[src/hdl/dfr_pkg.sv]
// Shared types and constants for the delimited frame receiver.
// No dependencies; every other file of the block imports this package.
`timescale 1ns / 1ps

package dfr_pkg;

   // Payload buffer depth and the address width that follows from it.
   localparam int PAYLOAD_DEPTH = 64;
   localparam int ADDR_W        = (PAYLOAD_DEPTH > 1) ? $clog2(PAYLOAD_DEPTH) : 1;

   // Field widths fixed by the frame format.
   localparam int BYTE_W    = 8;
   localparam int LEN_W     = 7;
   localparam int POS_W     = 6;
   localparam int CHECK_W   = 16;
   localparam int CSR_IDX_W = 2;

   // Configuration register indexes.
   localparam logic [CSR_IDX_W-1:0] CSR_HEAD_BYTE_0 = 2'd0;
   localparam logic [CSR_IDX_W-1:0] CSR_HEAD_BYTE_1 = 2'd1;
   localparam logic [CSR_IDX_W-1:0] CSR_END_BYTE_0  = 2'd2;
   localparam logic [CSR_IDX_W-1:0] CSR_END_BYTE_1  = 2'd3;

   // Write request from the parser into the payload store.
   typedef struct packed {
      logic              wr_en;
      logic [ADDR_W-1:0] addr;
      logic [BYTE_W-1:0] data;
   } store_write_type;

   // Completed frame handed from the parser to the output sequencer.
   typedef struct packed {
      logic               start;
      logic [LEN_W-1:0]   count;
      logic [BYTE_W-1:0]  ident;
      logic [CHECK_W-1:0] check;
   } frame_done_type;

endpackage

[src/hdl/dfr_store.sv]
// Payload store: a single-port-write, registered-read memory of payload bytes.
// Depends on dfr_pkg for the depth, address width and write request type.
`timescale 1ns / 1ps

module dfr_store
   import dfr_pkg::*;
(
   input  logic              clock,
   input  store_write_type   wr,
   input  logic              rd_en,
   input  logic [ADDR_W-1:0] rd_addr,
   output logic [BYTE_W-1:0] rd_data
);

   logic [BYTE_W-1:0] store_mem [PAYLOAD_DEPTH];
   logic [BYTE_W-1:0] rd_data_ff;

   // Write port and registered read port.
   always_ff @(posedge clock) begin
      if (wr.wr_en) begin
         store_mem[wr.addr] <= wr.data;
      end
      if (rd_en) begin
         rd_data_ff <= store_mem[rd_addr];
      end
   end

   assign rd_data = rd_data_ff;

endmodule

[src/hdl/dfr_parser.sv]
// Frame parser: configuration registers and the byte-by-byte frame state machine.
// Depends on dfr_pkg; writes payload bytes into dfr_store and reports finished frames.
`timescale 1ns / 1ps

module dfr_parser
   import dfr_pkg::*;
(
   input  logic                 clock,
   input  logic                 reset,
   input  logic                 csr_wr_en,
   input  logic [CSR_IDX_W-1:0] csr_index,
   input  logic [BYTE_W-1:0]    csr_wr_data,
   input  logic                 accept,
   input  logic [BYTE_W-1:0]    rx_byte,
   output store_write_type      wr,
   output frame_done_type       done
);

   typedef enum logic [8:0] {
      PH_HEAD0 = 9'b000000001,
      PH_HEAD1 = 9'b000000010,
      PH_IDENT = 9'b000000100,
      PH_LEN   = 9'b000001000,
      PH_DATA  = 9'b000010000,
      PH_CHK0  = 9'b000100000,
      PH_CHK1  = 9'b001000000,
      PH_END0  = 9'b010000000,
      PH_END1  = 9'b100000000
   } phase_type;

   logic [BYTE_W-1:0]  head0_ff, head1_ff, end0_ff, end1_ff;
   phase_type          phase_ff, phase_in;
   logic [BYTE_W-1:0]  ident_ff, ident_in;
   logic [LEN_W-1:0]   len_ff, len_in;
   logic [LEN_W-1:0]   fill_ff, fill_in;
   logic [LEN_W-1:0]   fill_next;
   logic [CHECK_W-1:0] check_ff, check_in;

   // Configuration registers; an index beyond the list changes nothing.
   always_ff @(posedge clock) begin
      if (reset) begin
         head0_ff <= 8'hFC;
         head1_ff <= 8'hFB;
         end0_ff  <= 8'hFD;
         end1_ff  <= 8'hFE;
      end else if (csr_wr_en) begin
         case (csr_index)
            CSR_HEAD_BYTE_0: head0_ff <= csr_wr_data;
            CSR_HEAD_BYTE_1: head1_ff <= csr_wr_data;
            CSR_END_BYTE_0:  end0_ff  <= csr_wr_data;
            CSR_END_BYTE_1:  end1_ff  <= csr_wr_data;
            default: ;
         endcase
      end
   end

   assign fill_next = fill_ff + LEN_W'(1);

   // Next phase and held fields for each accepted word.
   always_comb begin
      phase_in = phase_ff;
      ident_in = ident_ff;
      len_in   = len_ff;
      fill_in  = fill_ff;
      check_in = check_ff;
      wr       = '0;
      done     = '0;
      if (accept) begin
         case (phase_ff)
            PH_HEAD0: begin
               if (rx_byte == head0_ff) begin
                  phase_in = PH_HEAD1;
               end
            end
            PH_HEAD1: phase_in = (rx_byte == head1_ff) ? PH_IDENT : PH_HEAD0;
            PH_IDENT: begin
               ident_in = rx_byte;
               phase_in = PH_LEN;
            end
            PH_LEN: begin
               fill_in = '0;
               if (rx_byte > BYTE_W'(PAYLOAD_DEPTH)) begin
                  phase_in = PH_HEAD0;
               end else begin
                  len_in   = rx_byte[LEN_W-1:0];
                  phase_in = PH_DATA;
               end
            end
            PH_DATA: begin
               // A zero-length frame still stores one byte here.
               wr.wr_en = (fill_ff < LEN_W'(PAYLOAD_DEPTH));
               wr.addr  = fill_ff[ADDR_W-1:0];
               wr.data  = rx_byte;
               fill_in  = fill_next;
               if (fill_next >= len_ff) begin
                  phase_in = PH_CHK0;
               end
            end
            PH_CHK0: begin
               check_in = {rx_byte, check_ff[BYTE_W-1:0]};
               phase_in = PH_CHK1;
            end
            PH_CHK1: begin
               check_in = {check_ff[CHECK_W-1:BYTE_W], rx_byte};
               phase_in = PH_END0;
            end
            PH_END0: phase_in = (rx_byte == end0_ff) ? PH_END1 : PH_HEAD0;
            PH_END1: begin
               // A matching trailer releases the frame, unless it is empty.
               done.start = (rx_byte == end1_ff) && (len_ff != '0);
               done.count = len_ff;
               done.ident = ident_ff;
               done.check = check_ff;
               phase_in   = PH_HEAD0;
            end
            default: phase_in = PH_HEAD0;
         endcase
      end
   end

   // Parser state registers.
   always_ff @(posedge clock) begin
      if (reset) begin
         phase_ff <= PH_HEAD0;
         ident_ff <= '0;
         len_ff   <= '0;
         fill_ff  <= '0;
         check_ff <= '0;
      end else begin
         phase_ff <= phase_in;
         ident_ff <= ident_in;
         len_ff   <= len_in;
         fill_ff  <= fill_in;
         check_ff <= check_in;
      end
   end

endmodule

[src/hdl/dfr_drain.sv]
// Output sequencer: reads a finished frame out of dfr_store into the result register.
// Depends on dfr_pkg for the frame hand-over type and the field widths.
`timescale 1ns / 1ps

module dfr_drain
   import dfr_pkg::*;
(
   input  logic               clock,
   input  logic               reset,
   input  frame_done_type     done,
   output logic               rd_en,
   output logic [ADDR_W-1:0]  rd_addr,
   input  logic [BYTE_W-1:0]  rd_data,
   output logic               busy,
   output logic               rsp_valid,
   input  logic               rsp_stall,
   output logic [BYTE_W-1:0]  rsp_payload_byte,
   output logic [POS_W-1:0]   rsp_payload_pos,
   output logic [BYTE_W-1:0]  rsp_frame_ident,
   output logic [CHECK_W-1:0] rsp_check_word,
   output logic               rsp_is_last
);

   logic               active_ff;
   logic [LEN_W-1:0]   idx_ff;
   logic [LEN_W-1:0]   idx_next;
   logic [LEN_W-1:0]   total_ff;
   logic [BYTE_W-1:0]  ident_ff;
   logic [CHECK_W-1:0] check_ff;
   logic               pend_ff;
   logic [POS_W-1:0]   pend_pos_ff;
   logic               pend_last_ff;
   logic               out_valid_ff;
   logic [BYTE_W-1:0]  out_byte_ff;
   logic [POS_W-1:0]   out_pos_ff;
   logic [BYTE_W-1:0]  out_ident_ff;
   logic [CHECK_W-1:0] out_check_ff;
   logic               out_last_ff;
   logic               issue;
   logic               issue_last;

   // A read is issued only when the result register will be free on its return.
   assign issue      = active_ff && !pend_ff && (!out_valid_ff || !rsp_stall);
   assign idx_next   = idx_ff + LEN_W'(1);
   assign issue_last = (idx_next == total_ff);
   assign rd_en      = issue;
   assign rd_addr    = idx_ff[ADDR_W-1:0];
   assign busy       = active_ff || pend_ff;

   // Read sequencing.
   always_ff @(posedge clock) begin
      if (reset) begin
         active_ff <= 1'b0;
         pend_ff   <= 1'b0;
      end else begin
         if (done.start) begin
            active_ff <= 1'b1;
         end else if (issue && issue_last) begin
            active_ff <= 1'b0;
         end
         pend_ff <= issue;
      end
   end

   // Frame fields and read bookkeeping.
   always_ff @(posedge clock) begin
      if (done.start) begin
         idx_ff   <= '0;
         total_ff <= done.count;
         ident_ff <= done.ident;
         check_ff <= done.check;
      end else if (issue) begin
         idx_ff <= idx_next;
      end
      if (issue) begin
         pend_pos_ff  <= idx_ff[POS_W-1:0];
         pend_last_ff <= issue_last;
      end
   end

   // Result register: loads a returned word, empties when it is taken.
   always_ff @(posedge clock) begin
      if (reset) begin
         out_valid_ff <= 1'b0;
      end else if (pend_ff) begin
         out_valid_ff <= 1'b1;
      end else if (!rsp_stall) begin
         out_valid_ff <= 1'b0;
      end
   end

   always_ff @(posedge clock) begin
      if (pend_ff) begin
         out_byte_ff  <= rd_data;
         out_pos_ff   <= pend_pos_ff;
         out_ident_ff <= ident_ff;
         out_check_ff <= check_ff;
         out_last_ff  <= pend_last_ff;
      end
   end

   assign rsp_valid        = out_valid_ff;
   assign rsp_payload_byte = out_byte_ff;
   assign rsp_payload_pos  = out_pos_ff;
   assign rsp_frame_ident  = out_ident_ff;
   assign rsp_check_word   = out_check_ff;
   assign rsp_is_last      = out_last_ff;

endmodule

[src/hdl/delimited_frame_receiver.sv]
// Top level of the delimited frame receiver: parser, payload store and output sequencer.
// Depends on dfr_pkg, dfr_parser, dfr_store and dfr_drain.
//
//   Channel  Direction  Handshake          Word
//   req_     in         req_valid/stall    req_rx_byte
//   rsp_     out        rsp_valid/stall    payload byte, position, ident, check, last flag
//   csr_     in         csr_wr_en          csr_index, csr_wr_data
//
// An input byte is taken when req_valid is high and req_stall is low. After the second end
// byte of a frame, the store is read back word by word through the memory read register
// and result register, one read in flight at a time; req_stall is high until the last read
// has returned. A stall on the result side holds the result register and pauses reads.
// Reset is synchronous and needs no clearing pass; configuration returns to its defaults.
`timescale 1ns / 1ps

module delimited_frame_receiver
   import dfr_pkg::*;
(
   input  logic                 clock,
   input  logic                 reset,
   input  logic                 csr_wr_en,
   input  logic [CSR_IDX_W-1:0] csr_index,
   input  logic [BYTE_W-1:0]    csr_wr_data,
   input  logic                 req_valid,
   output logic                 req_stall,
   input  logic [BYTE_W-1:0]    req_rx_byte,
   output logic                 rsp_valid,
   input  logic                 rsp_stall,
   output logic [BYTE_W-1:0]    rsp_payload_byte,
   output logic [POS_W-1:0]     rsp_payload_pos,
   output logic [BYTE_W-1:0]    rsp_frame_ident,
   output logic [CHECK_W-1:0]   rsp_check_word,
   output logic                 rsp_is_last
);

   store_write_type   wr;
   frame_done_type    done;
   logic              rd_en;
   logic [ADDR_W-1:0] rd_addr;
   logic [BYTE_W-1:0] rd_data;
   logic              busy;
   logic              accept;

   // Input is held off while a frame is being read out.
   assign req_stall = busy;
   assign accept    = req_valid && !req_stall;

   dfr_parser u_parser (
      .clock       (clock),
      .reset       (reset),
      .csr_wr_en   (csr_wr_en),
      .csr_index   (csr_index),
      .csr_wr_data (csr_wr_data),
      .accept      (accept),
      .rx_byte     (req_rx_byte),
      .wr          (wr),
      .done        (done)
   );

   dfr_store u_store (
      .clock   (clock),
      .wr      (wr),
      .rd_en   (rd_en),
      .rd_addr (rd_addr),
      .rd_data (rd_data)
   );

   dfr_drain u_drain (
      .clock            (clock),
      .reset            (reset),
      .done             (done),
      .rd_en            (rd_en),
      .rd_addr          (rd_addr),
      .rd_data          (rd_data),
      .busy             (busy),
      .rsp_valid        (rsp_valid),
      .rsp_stall        (rsp_stall),
      .rsp_payload_byte (rsp_payload_byte),
      .rsp_payload_pos  (rsp_payload_pos),
      .rsp_frame_ident  (rsp_frame_ident),
      .rsp_check_word   (rsp_check_word),
      .rsp_is_last      (rsp_is_last)
   );

endmodule

[config.mk]
export PLATFORM = sky130hd
export DESIGN_NAME = delimited_frame_receiver
export DESIGN_NICKNAME = d
export VERILOG_FILES = /design/src/hdl/dfr_pkg.sv /design/src/hdl/dfr_store.sv /design/src/hdl/dfr_parser.sv /design/src/hdl/dfr_drain.sv /design/src/hdl/delimited_frame_receiver.sv
export SDC_FILE = /design/constraint.sdc
export NUM_CORES = 1
export LEC_CHECK = 0
export ABC_AREA = 1
export CAP_MARGIN = 20
export CORE_ASPECT_RATIO = 0.9
export CORE_MARGIN = 2
export CORE_UTILIZATION = 57
export CTS_CLUSTER_SIZE = 24
export DETAILED_ROUTE_END_ITERATION = 12
export DONT_BUFFER_PORTS = 1
export PLACE_DENSITY = 0.75
export SLEW_MARGIN = 10
export SYNTH_ARGS = -nofsm -noshare
export SYNTH_HDL_FRONTEND = slang
export SYNTH_SLANG_ARGS = --single-unit
export TNS_END_PERCENT = 1
[constraint.sdc]
create_clock -name clock -period 4.3 [get_ports clock]
set_input_delay 0.86 -clock clock [delete_from_list [all_inputs] [get_ports clock]]
set_output_delay 0.86 -clock clock [all_outputs]
set_load 0.1 [all_outputs]
## After elaboration in Yosys (flattened, before gate mapping)

Memory sizes are Yosys's and may differ from the RTL's. A register that Yosys moved wholly into a read port is not among the register bits.
Index checks and enable logic that the tools add are counted.
Widths: inputs -> output; s select.

- Input port bits: 23
- Bits in registers: 166
- Output and inout port bits: 41
- Word-level logic and storage cells: 97
- Memories: 1
- Bits in writable memories: 512

Memory list:

| name | depth | width | read ports | clocked after Yosys merged registers in | write ports | line | source |
|---|---|---|---|---|---|---|---|
| u_store.store_mem | 64 | 8 | 1 | 1 | 1 | dfr_store.sv:15 | `logic [BYTE_W-1:0] store_mem [PAYLOAD_DEPTH];` |

- Add/sub/neg operators: 2
- Reduce and logical (&&, ||, !) cells: 26
- Bitwise logic cells: 3
- Order comparisons: 3
- Equal/unequal tests: 20
- Mux-type cells: 18

Operators with widths:

| kind | number |
|---|---|
| $pmux 9 s8 | 1 |
| $mux 32 | 2 |
| $eq 8x8->1 | 4 |
| $pmux 16 s2 | 1 |
| $mux 15 | 2 |
| $mux 9 | 3 |
| $add 7x1->7 const B | 2 |
| $pmux 7 s2 | 1 |
| $reduce_and 2->1 | 7 |
| $reduce_and 3->1 | 4 |
| $eq 9x1->1 const B | 1 |
| $eq 9x2->1 const B | 1 |
| $eq 9x3->1 const B | 1 |
| $eq 9x4->1 const B | 1 |
| $eq 9x5->1 const B | 1 |
| $eq 9x6->1 const B | 1 |
| $eq 9x7->1 const B | 1 |
| $eq 9x8->1 const B | 1 |
| $eq 9x9->1 const B | 1 |
| $gt 8x7->1 const B | 1 |
| $eq 7x7->1 | 1 |
| $ge 7x7->1 | 1 |
| $lt 7x7->1 const B | 1 |
| $reduce_bool 7->1 | 1 |
| 12 further kinds | 31 |

## Longest topological paths before layout

Gate-level depths: netlist (run 1).

- Word-level depth: 6
- Depth in mapped cells: 16
- Mapped depth without buffers: 14

## Cells and area by module

A second synthesis (run 1) with hierarchy kept.

- Cell total of the unflattened synthesis: 2611
- Area, all modules: 28655.0 um^2

By module, submodules not included:

| module | times used | cells each | sequential area each (um^2) | area each (um^2) |
|---|---|---|---|---|
| dfr_store | 1 | 1805 | 15615.0 | 21419.3 |
| dfr_parser | 1 | 619 | 1581.5 | 4229.1 |
| dfr_drain | 1 | 185 | 2512.4 | 2996.6 |
| delimited_frame_receiver | 1 | 2 | 0.0 | 10.0 |

## Least setup slack after synthesis (run 1)

No wires, ideal clock.

- Path kind: register -> register
- Start point: register u_drain.pend_ff
- End point: register u_drain.check_ff[0] (enable)
- Required time: 3.842 ns
- Setup time: 0.458 ns
- Path slack: -0.644 ns
- Clock period less this slack: 4.944 ns
- Buffers on the path: 1
- Arrival: 4.486 ns
- Stages on the path, launching flop included: 7
- Cells stage by stage: dfxtp_1 -> inv_1 -> nand2_1 -> nor2_2 -> buf_2 -> nand4_1 -> nor3_1

RTL lines:

| item | line | source |
|---|---|---|
| start: declaration | dfr_drain.sv:30 | `logic pend_ff;` |
| start signal: assignment | dfr_drain.sv:61 | `pend_ff <= issue;` |
| end signal: assignment | dfr_drain.sv:71 | `check_ff <= done.check;` |
| end: declaration | dfr_drain.sv:29 | `logic [CHECK_W-1:0] check_ff;` |

## Worst setup path in the final report (run 1)

- Start point: register u_drain.pend_ff
- End point: memory u_store.store_mem[44][1] (enable)

- Longest elaborated chain between the ends: 6

Ends and longest elaborated chain:

| item | line | source |
|---|---|---|
| $logic_or 1x1->1 * | dfr_drain.sv:48 | `assign busy = active_ff \|\| pend_ff;` |
| $logic_not 1->1 * | delimited_frame_receiver.sv:46 | `assign accept = req_valid && !req_stall;` |
| $logic_and 1x1->1 * | delimited_frame_receiver.sv:46 |  |
| $mux 15 * | dfr_parser.sv:68 | `if (accept) begin` |
| $mux 1 | dfr_store.sv:20 | `if (wr.wr_en) begin` |
| $mux 1 (not written as such) | dfr_store.sv:21 | `store_mem[wr.addr] <= wr.data;` |
| end: declaration | dfr_store.sv:15 |  |

Every way passes the cells marked *; elsewhere a longest branch is shown, timed or not.

==> results of run 1 <==
[layout make-up]
type,instances,share of cell area
Multi-Input combinational cell,1525,0.234
Inverter,108,0.0135
Clock inverter,33,0.0127
Tap cell,624,0.0254
Timing Repair Buffer,37,0.0108
Clock buffer,89,0.0614
Sequential cell,686,0.642
[cell families (layout without fill, tap and decap cells)]
kind of cell	count (synthesis)	after routing	share of synthesized area
and+or+nand+nor	990	990	0.145
DFF	686	686	0.706
AOI/OAI and AO/OA	492	492	0.0948
buffers and inverters	245	267	0.0396
xor gates and xnor gates	34	34	0.0107
adders and majority gates	9	9	0.00403
[state kept, by name (all words and copies together) (netlist names), 8 cells and up]
name,count
u_parser.head1_ff,8
u_parser.end0_ff,8
u_store.store_mem,512
u_parser.phase_ff,9
u_parser.ident_ff,8
u_parser.end1_ff,8
u_drain.rsp_check_word,16
u_drain.rsp_payload_byte,8
u_store.rd_data,8
u_drain.rsp_frame_ident,8
u_drain.ident_ff,8
u_drain.check_ff,16
u_parser.head0_ff,8
u_parser.check_ff,16
[routing by layer]
metal,part of all wire,up-vias,GRT usage,wire length [um]
li1,-,8541,-,-
met2,0.48,898,0.417,31300
met3,0.092,185,0.0564,6060
met5,0,-,0,0
met4,0.040,0,0.112,2650
met1,0.39,8950,0.346,25900
[power groups by stage]
stage / clock [uW] / sequential, uW / combinational, uW
after global routing: 6360 / 7210 / 340
after CTS: 6090 / 7210 / 294
after global placement: 0 / 7350 / 286
after detailed placement: 0 / 7350 / 293
after floorplan: 0 / 7350 / 242
final: 6050 / 7210 / 296
[cells in the final DEF, fill, tap and decap left out, drive strengths merged]
cell type  instances
clkbuf            89
xor2               9
nor3              10
nand3b             7
nand2            432
a21boi             1
dfxtp             89
o21ai            284
o22ai            120
nand3             84
o211ai             4
a31oi              1
clkinv            28
a211oi             8
inv              104
or2                1
buf               37
edfxtp           597
nand4             18
ha                 9
clkinvlp           1
nor4               1
bufinv             8
xnor2             25
nor2             437
a21oi             74
[worst min-delay path by stage]
stage                        startpoint                         end  depth (start not counted)
CTS                               reset             u_drain.pend_ff                          1
global route                      reset             u_drain.pend_ff                          1
detailed placement  u_drain.ident_ff[1]  u_drain.rsp_frame_ident[1]                          0
finish                            reset         u_parser.fill_ff[3]                          1
global placement    u_drain.check_ff[8]   u_drain.rsp_check_word[8]                          0
floorplan           u_drain.check_ff[0]   u_drain.rsp_check_word[0]                          0
[metrics by stage]
step | hold slack [ns] | instances | power (uW) | setup WS (ns)
global placement | 0.403 | 2978 | 7640 | 0.798
global route | 0.297 | 3102 | 13900 | 0.378
floorplan | 0.400 | 2456 | 7590 | 0.166
CTS | 0.300 | 3100 | 13600 | 0.688
finish | 0.323 | 3102 | 13600 | 0.681
detailed placement | 0.405 | 2978 | 7650 | 0.689
==> flow_summary.toml, run 1 <==
[sta]
rsz0062_at_grt = "false"
fin_worst_skew_ns = 0.0284
drv_slew = 0
finalCriticalPeriod_ns = 3.62
max_freq_mhz = 276
setup_viol = 0
tightest_slew_ns = 1.01
slew_headroom = 0.328
period_share = 0.842
fin_tns_setup_ns = 0
timing_hold_violations_final = 0

[critical_path]
arrival_ns = 3.83
slowest_delay_ns = 0.73
crit_start = "u_drain.pend_ff"
reg2reg_to = "u_store.store_mem[44][1]"
ff2ff_path_depth = 9
cp_cell_sequence = "inv_1, nand2_1, nor2_2, nand2_4, clkinv_2, nand2_1, nor2_2, nand3_2, nor2_1"
path_buf_inv = 2
startpoint_type = "flip-flop"
cp.depth = 9
worstPathRequired_ns = 4.51
slowest_stage = "nor2_1"
critPathCapture = "u_store.store_mem[44][1]"
critPathKind = "flip-flop to flip-flop"
r2r_setup_slack_ns = 0.68
r2r_start = "u_drain.pend_ff"
crit_family = "simple AND/OR/NAND/NOR gates"
worst_setup_path_end_kind = "flip-flop"
cp_max_fo = 40

[yosys]
yosys_most_used_dff = "edfxtp_1"
synthArstFlopShare = 0
synth_top_area_share = 0.642
synth.most_common_cell = "edfxtp_1"
yosys-top-cells-area = "edfxtp_1 (64%), dfxtp_1 (6.4%), nand2_1 (5.8%)"
syn_area_per_cell_um2 = 11.4
synth.distinct_cells = 40
syn-num-nets = 2488
yosysSeqAreaShare = 0.706
synth_seq_cells = 686
synth-edff-count = 597
synth_top_area_cell = "edfxtp_1"
synthCells = 2456
yosysWarningCount = 0
synthTopCellsByCount = "edfxtp_1 (597), nand2_1 (430), nor2_1 (426), o21ai_0 (274), o22ai_1 (120)"
syn-cell-area_um2 = 27900

[placed_design]
dp_hpwl_um = 39800
gp_congestion = 0.905
numPortBuffers = 0
place_area_um2 = 28400

[floorplanning]
die_x_um = 237
die_y_um = 214
start_util = 0.580
io_pins = 64
core_um2 = 48100
die_area_um2 = 50800
rows = 76

[layout]
area_growth_pct = 9.95
multi_input_area_um2 = 7170
drive_gt1_frac = 0.0730
num-nets-final = 2458
fin_util = 0.638
finalInstanceArea_um2 = 30700
diodes = 0
fill_cells = 3470
sequential_cell_area_um2 = 19700

[global_routing]
grtUsageTotal = 0.260
grt_max_degree = 123
grt_pass1_wl_um = 102000
grt-ovfl-total = 0
first_global_vias = 18000
antenna_found_initial = 0

[cts]
cts.path.max_buffers = 3
cts_setup_buffers = 0
cts_buffers = 68
clk_pin_slew_ns = 0.06
root_buffer = "clkbuf_16"
htree_levels = 3
cts.sink_count = 686
cts_tree = "yes"
clk_latency_ns = 0.61
cts_resized = 0
postCtsHoldBufs = 0

[pwr]
p_leak_uw = 0.0120
p_int_uw = 10900
pwr-share-clk = 0.446
seq_power_share = 0.532
peakVddDrop_mv = 0.303
switching_power_uw = 2690
swShare = 0.198
power.density_nw_per_um2 = 442
p_comb_frac = 0.022

[route]
wl_per_cell_um = 21.2
via_per_inst = 5.99
firstDrtPassIters = 6
dr_total_vias = 18600
drtIter0Drc = 2216
drt-total-wl_um = 65900
ant_nets = 0
drcViolationCount = 0

[run_status]
outcome = "complete, no violations"

[flow_run]
maxCapViolCount = 0

[min_path]
hold_class = "primary input to flip-flop"
Note: power is estimated with default switching activity, not from simulation.
==> run 2: changes to the inputs <==
CORE_UTILIZATION = 60   (was 57)
PLACE_DENSITY = 0.76   (was 0.75)
clock period = 3.6 ns   (was 4.3 ns; I/O delays follow)
==> run 2 against run 1 <==
First-iteration DRC count fell by 1.4%. Critical path depth rose by 3. Largest power group unchanged. Non-clock buffer count rose by 40. Routed wire length rose by 1.0%.
==> flow_summary.toml, run 2 (synthesis gave the netlist of run 1 again) <==
[sta]
timing_hold_violations_final = 0
period_share = 0.765
drv_slew = 0
fin_worst_skew_ns = 0.0323
max_freq_mhz = 363
finalCriticalPeriod_ns = 2.75
tightest_slew_ns = 0.944
slew_headroom = 0.372
final.setup.worst_slack_ns = 0.845
rsz0062_at_grt = "false"
fin_tns_setup_ns = 0
setup_viol = 0

[cts]
cts_resized = 0
cts_buffers = 68
clk_latency_ns = 0.61
cts_tree = "yes"
root_buffer = "clkbuf_16"
cts.path.max_buffers = 3
clk_pin_slew_ns = 0.07
postCtsHoldBufs = 0
cts.sink_count = 686
cts_setup_buffers = 0
htree_levels = 3

[placed_design]
gp_congestion = 0.950
numPortBuffers = 0
dp_hpwl_um = 39200
dpl.cell_count = 3004
pre_cts_slack_ns = 0.704

[global_routing]
antenna_found_initial = 0
grt-ovfl-total = 0
grt_max_degree = 123
grtUsageTotal = 0.279
first_global_vias = 18500
grt_pass1_wl_um = 103000

[min_path]
hold-path-cell-count = 1
hold_start = "reset"
min_to = "u_parser.fill_ff[6]"
hold_class = "primary input to flip-flop"

[critical_path]
cp_max_fo = 16
critPathKind = "flip-flop to flip-flop"
worstPathRequired_ns = 4.10
startpoint_type = "flip-flop"
slowest_stage = "dfxtp_1"
r2r_setup_slack_ns = 0.85
ff2ff_path_depth = 12
r2r_start = "u_parser.fill_ff[3]"
reg2reg_to = "u_parser.phase_ff[6]"
worst_setup_path_end_kind = "flip-flop"
slowest_delay_ns = 0.60
arrival_ns = 3.25
cp_cell_sequence = "inv_1, nor2_1, nand2_1, xor2_1, ha_1, nand2_1, o21ai_0, nor2_1, nand2_1, nand3_2, o21ai_0, nor2_1"

[layout]
area_growth_pct = 10.4
final_cell_mix = "edfxtp_1 (597), nand2_1 (430), nor2_1 (417)"
final_cells = 3121
largest_reg_flops = 512
diodes = 0
drive_gt1_frac = 0.0860
num-nets-final = 2498
regMostFlops = "u_store.store_mem"
mostFrequentLayoutCell = "edfxtp_1"

[pwr]
power.density_nw_per_um2 = 509
p_leak_uw = 0.0121
peakVddDrop_mv = 0.418

[flow_run]
maxCapViolCount = 0

[floorplanning]
die_y_um = 209
die_area_um2 = 48300
io_pins = 64
die_x_um = 231
rows = 74
core_um2 = 45600
start_util = 0.612

[route]
firstDrtPassIters = 6
dr_total_vias = 18800
ant_nets = 0
drcViolationCount = 0
drt-total-wl_um = 66600
drtIter0Drc = 2185
via_per_inst = 6.02
wl_per_cell_um = 21.3

[run_status]
outcome = "complete, no violations"
[run 2: cell count changes in the layout (fill, tap and decap cells not counted)]
cell / change
buf_16: -1
inv_6: -1
clkinv_1: +3
clkinv_2: +1
clkinvlp_2: +1
buf_12: +5
buf_4: +36
clkinv_8: +3
clkbuf_1: -3
bufinv_16: -4
clkbuf_8: +1
clkbuf_16: -4
inv_16: -1
inv_8: -1
[run 2: final cells by class]
cell class,instances,area [um^2]
clock buffers,83,1790
clock inverters,34,299
fillers,3181,14800
inverters,108,413
multi-input cells,1525,7170
flip-flops and latches,686,19700
well taps,608,761
repair buffers,77,673
[run 2: power by group]
group | internal (uW) | switching, uW
clock | 3830 | 2890
sequential | 8580 | 35.3
combinational | 117 | 241
[run 2: worst max-delay path: cells and delay by family (launching register included)]
family | cells | cell delay (ns)
AOI/OAI and AO/OA | 2 | 0.43
xor gates and xnor gates | 1 | 0.19
adders and majority gates | 1 | 0.30
buffers and inverters | 1 | 0.26
DFF | 1 | 0.60
and+or+nand+nor | 7 | 0.88
[run 2: worst max path at each step]
stage                          from                       end  slack (ns)  depth (start not counted)
6_report        u_parser.fill_ff[3]      u_parser.phase_ff[6]        0.85                         12
5_1_grt         u_parser.fill_ff[1]      u_parser.phase_ff[8]        0.65                         12
4_1_cts        u_parser.phase_ff[3]  u_store.store_mem[41][4]        0.92                         10
3_5_place_dp              req_valid   u_store.store_mem[8][5]        0.70                          6
3_3_place_gp              req_valid  u_store.store_mem[25][1]        0.77                          7
2_1_floorplan       u_drain.pend_ff   u_store.store_mem[0][0]       -0.53                          6
[run 2: metrics by stage]
step | hold WS [ns] | instance area [um^2] | util | power, uW
after detailed placement | 0.405 | 28700 | 0.630 | 9140
after global routing | 0.162 | 30800 | 0.675 | 16100
after floorplan | 0.400 | 27900 | - | 9070
after CTS | 0.163 | 30800 | 0.675 | 15700
after global placement | 0.401 | 28700 | 0.629 | 9120
final | 0.176 | 30800 | 0.675 | 15700
[run 2: routing by layer]
layer | global-route usage | vias up | share of wire
met2 | 0.449 | 994 | 0.48
met4 | 0.115 | 0 | 0.040
met1 | 0.370 | 8992 | 0.39
li1 | - | 8618 | -
met3 | 0.0617 | 171 | 0.093
met5 | 0 | - | 0
==> run 3: changes to the inputs <==
CORE_UTILIZATION = 57   (was 60)
PLACE_DENSITY = 0.75   (was 0.76)
clock period = 2.4 ns   (was 3.6 ns; I/O delays follow)
==> run 3 against run 2 <==
Cell area rose by 3.7%. Non-clock buffer count grew 97. Global-route usage decreased by 0.48 points. Sequential share of layout area is 2.3 points lower. Die area is 5.2% higher. Via count up 2.7%. Critical endpoint is now u_store.store_mem[12][7]. Largest cell class unchanged. Highest routed layer unchanged.
==> flow_summary.toml, run 3 (synthesis gave the netlist of run 1 again) <==
[critical_path]
startpoint_type = "flip-flop"
r2r_start = "u_parser.phase_ff[3]"
reg2reg_to = "u_store.store_mem[12][7]"
cp_max_fo = 35
worst_setup_path_end_kind = "flip-flop"
r2r_setup_slack_ns = 0.07
arrival_ns = 2.77
ff2ff_path_depth = 9
crit_start = "u_parser.phase_ff[3]"
worstPathRequired_ns = 2.84
critPathKind = "flip-flop to flip-flop"

[global_routing]
grtUsageTotal = 0.274
first_global_vias = 19100
grt_busiest_layer = "met2"
met1_usage = 0.360
grt_use_met3 = 0.0501
grt-ovfl-total = 0
grt_max_degree = 82
grt_pass1_wl_um = 107000
met2_usage = 0.452
antenna_found_initial = 0

[layout]
mostFrequentLayoutCell = "edfxtp_1"
area_growth_pct = 14.5
finalInstanceArea_um2 = 32000
fin_util = 0.665
largest_reg_flops = 512
drive_gt1_frac = 0.122
final_cell_mix = "edfxtp_1 (597), nand2_1 (428), nor2_1 (416)"
regMostFlops = "u_store.store_mem"
fill_cells = 3401
diodes = 0
num-nets-final = 2595

[placed_design]
place_area_um2 = 29600
pre_cts_slack_ns = -0.00842
numPortBuffers = 0
gp_congestion = 0.869
dp_hpwl_um = 41900

[cts]
cts.path.max_buffers = 3
root_buffer = "clkbuf_16"
htree_levels = 3
cts.sink_count = 686
clk_pin_slew_ns = 0.06
clk_latency_ns = 0.62
cts_tree = "yes"
cts_buffers = 67

[min_path]
hold-path-cell-count = 2
hold_start = "csr_wr_data[4]"
min_to = "u_parser.head0_ff[4]"
hold_class = "primary input to flip-flop"

[route]
dr_total_vias = 19300
via_per_inst = 5.95
drtIter0Drc = 2360
drt-total-wl_um = 69900
drcViolationCount = 0
wl_per_cell_um = 21.6
ant_nets = 0
firstDrtPassIters = 5

[run_status]
outcome = "complete, no violations"

[floorplanning]
rows = 76
io_pins = 64
core_um2 = 48100
start_util = 0.580
die_x_um = 237
die_area_um2 = 50800
die_y_um = 214

[sta]
max_freq_mhz = 429
holdWs_ns = 0.0281
rsz0062_at_grt = "true"
slew_headroom = 0.336
tightest_slew_ns = 0.994
final.setup.worst_slack_ns = 0.0716
setup_viol = 0
drv_slew = 0
finalCriticalPeriod_ns = 2.33
timing_hold_violations_final = 0
fin_worst_skew_ns = 0.0307
period_share = 0.970

[flow_run]
maxCapViolCount = 0

[pwr]
peakVddDrop_mv = 0.616
power.density_nw_per_um2 = 748
p_total_uw = 23900
p_leak_uw = 0.0127
-- run 3: cell types whose count changed in the layout (fill, tap and decap cells not counted), sizes merged, moves of 3 or more --
cell and change:
clkinv +6, buf +88, dlygate4sd3 +9, clkbuf -3
-- run 3: layer usage --
layer / up-vias / routed length (um)
met3: 173 / 6190
met4: 0 / 2600
met5: - / 0
met1: 9250 / 27400
li1: 8833 / -
met2: 1025 / 33700
-- run 3: worst max-delay path, stage by stage (launching register included) --
cell      delay (ns)
dfxtp_1         0.34
nor2_2          0.13
nand3_2         0.13
inv_2           0.08
nand2_2         0.07
clkinv_2        0.08
nand2_4         0.10
buf_12          0.18
nor2_4          0.74
buf_12          0.27
-- run 3: layout make-up --
type,instances,area (um^2),area share
sequential,686,19700,0.617
multi-input combinational,1526,7270,0.227
clock buffer,80,1820,0.0569
timing repair buffer,174,1610,0.0503
tap,624,781,0.0244
inverter,108,415,0.0130
clock inverter,42,354,0.0111
-- run 3: how the worst max path moves through the flow --
stage / to / slack, ns
2_1_floorplan: u_store.store_mem[0][0] / -0.08
3_3_place_gp: u_store.store_mem[45][2] / 0.03
3_5_place_dp: u_store.store_mem[45][5] / -0.008
4_1_cts: u_parser.phase_ff[6] / 0.005
5_1_grt: u_parser.phase_ff[0] / -0.06
6_report: u_store.store_mem[12][7] / 0.07
-- run 3: what timing repair did --
action,CTS,global route
hold buffers,9,0
gates resized for setup,1,15
gates cloned,0,1
endpoints found under the hold margin,31,0
buffers inserted,0,0
pin swaps,0,1
endpoints found under the setup margin,14,141
-- run 3: report_power, final --
group	internal (uW)	switching [uW]	leakage, uW	total [uW]
Combinational	200	402	0.00426	602
Sequential	12900	53.9	0.00735	12900
Clock	5980	4410	0.00107	10400
-- run 3: through the flow --
stage | cells | setup TNS [ns]
floorplan | 2456 | -44.65
global placement | 3108 | 0
detailed placement | 3108 | -0.0813
CTS | 3239 | 0
global route | 3240 | -0.271
finish | 3240 | 0
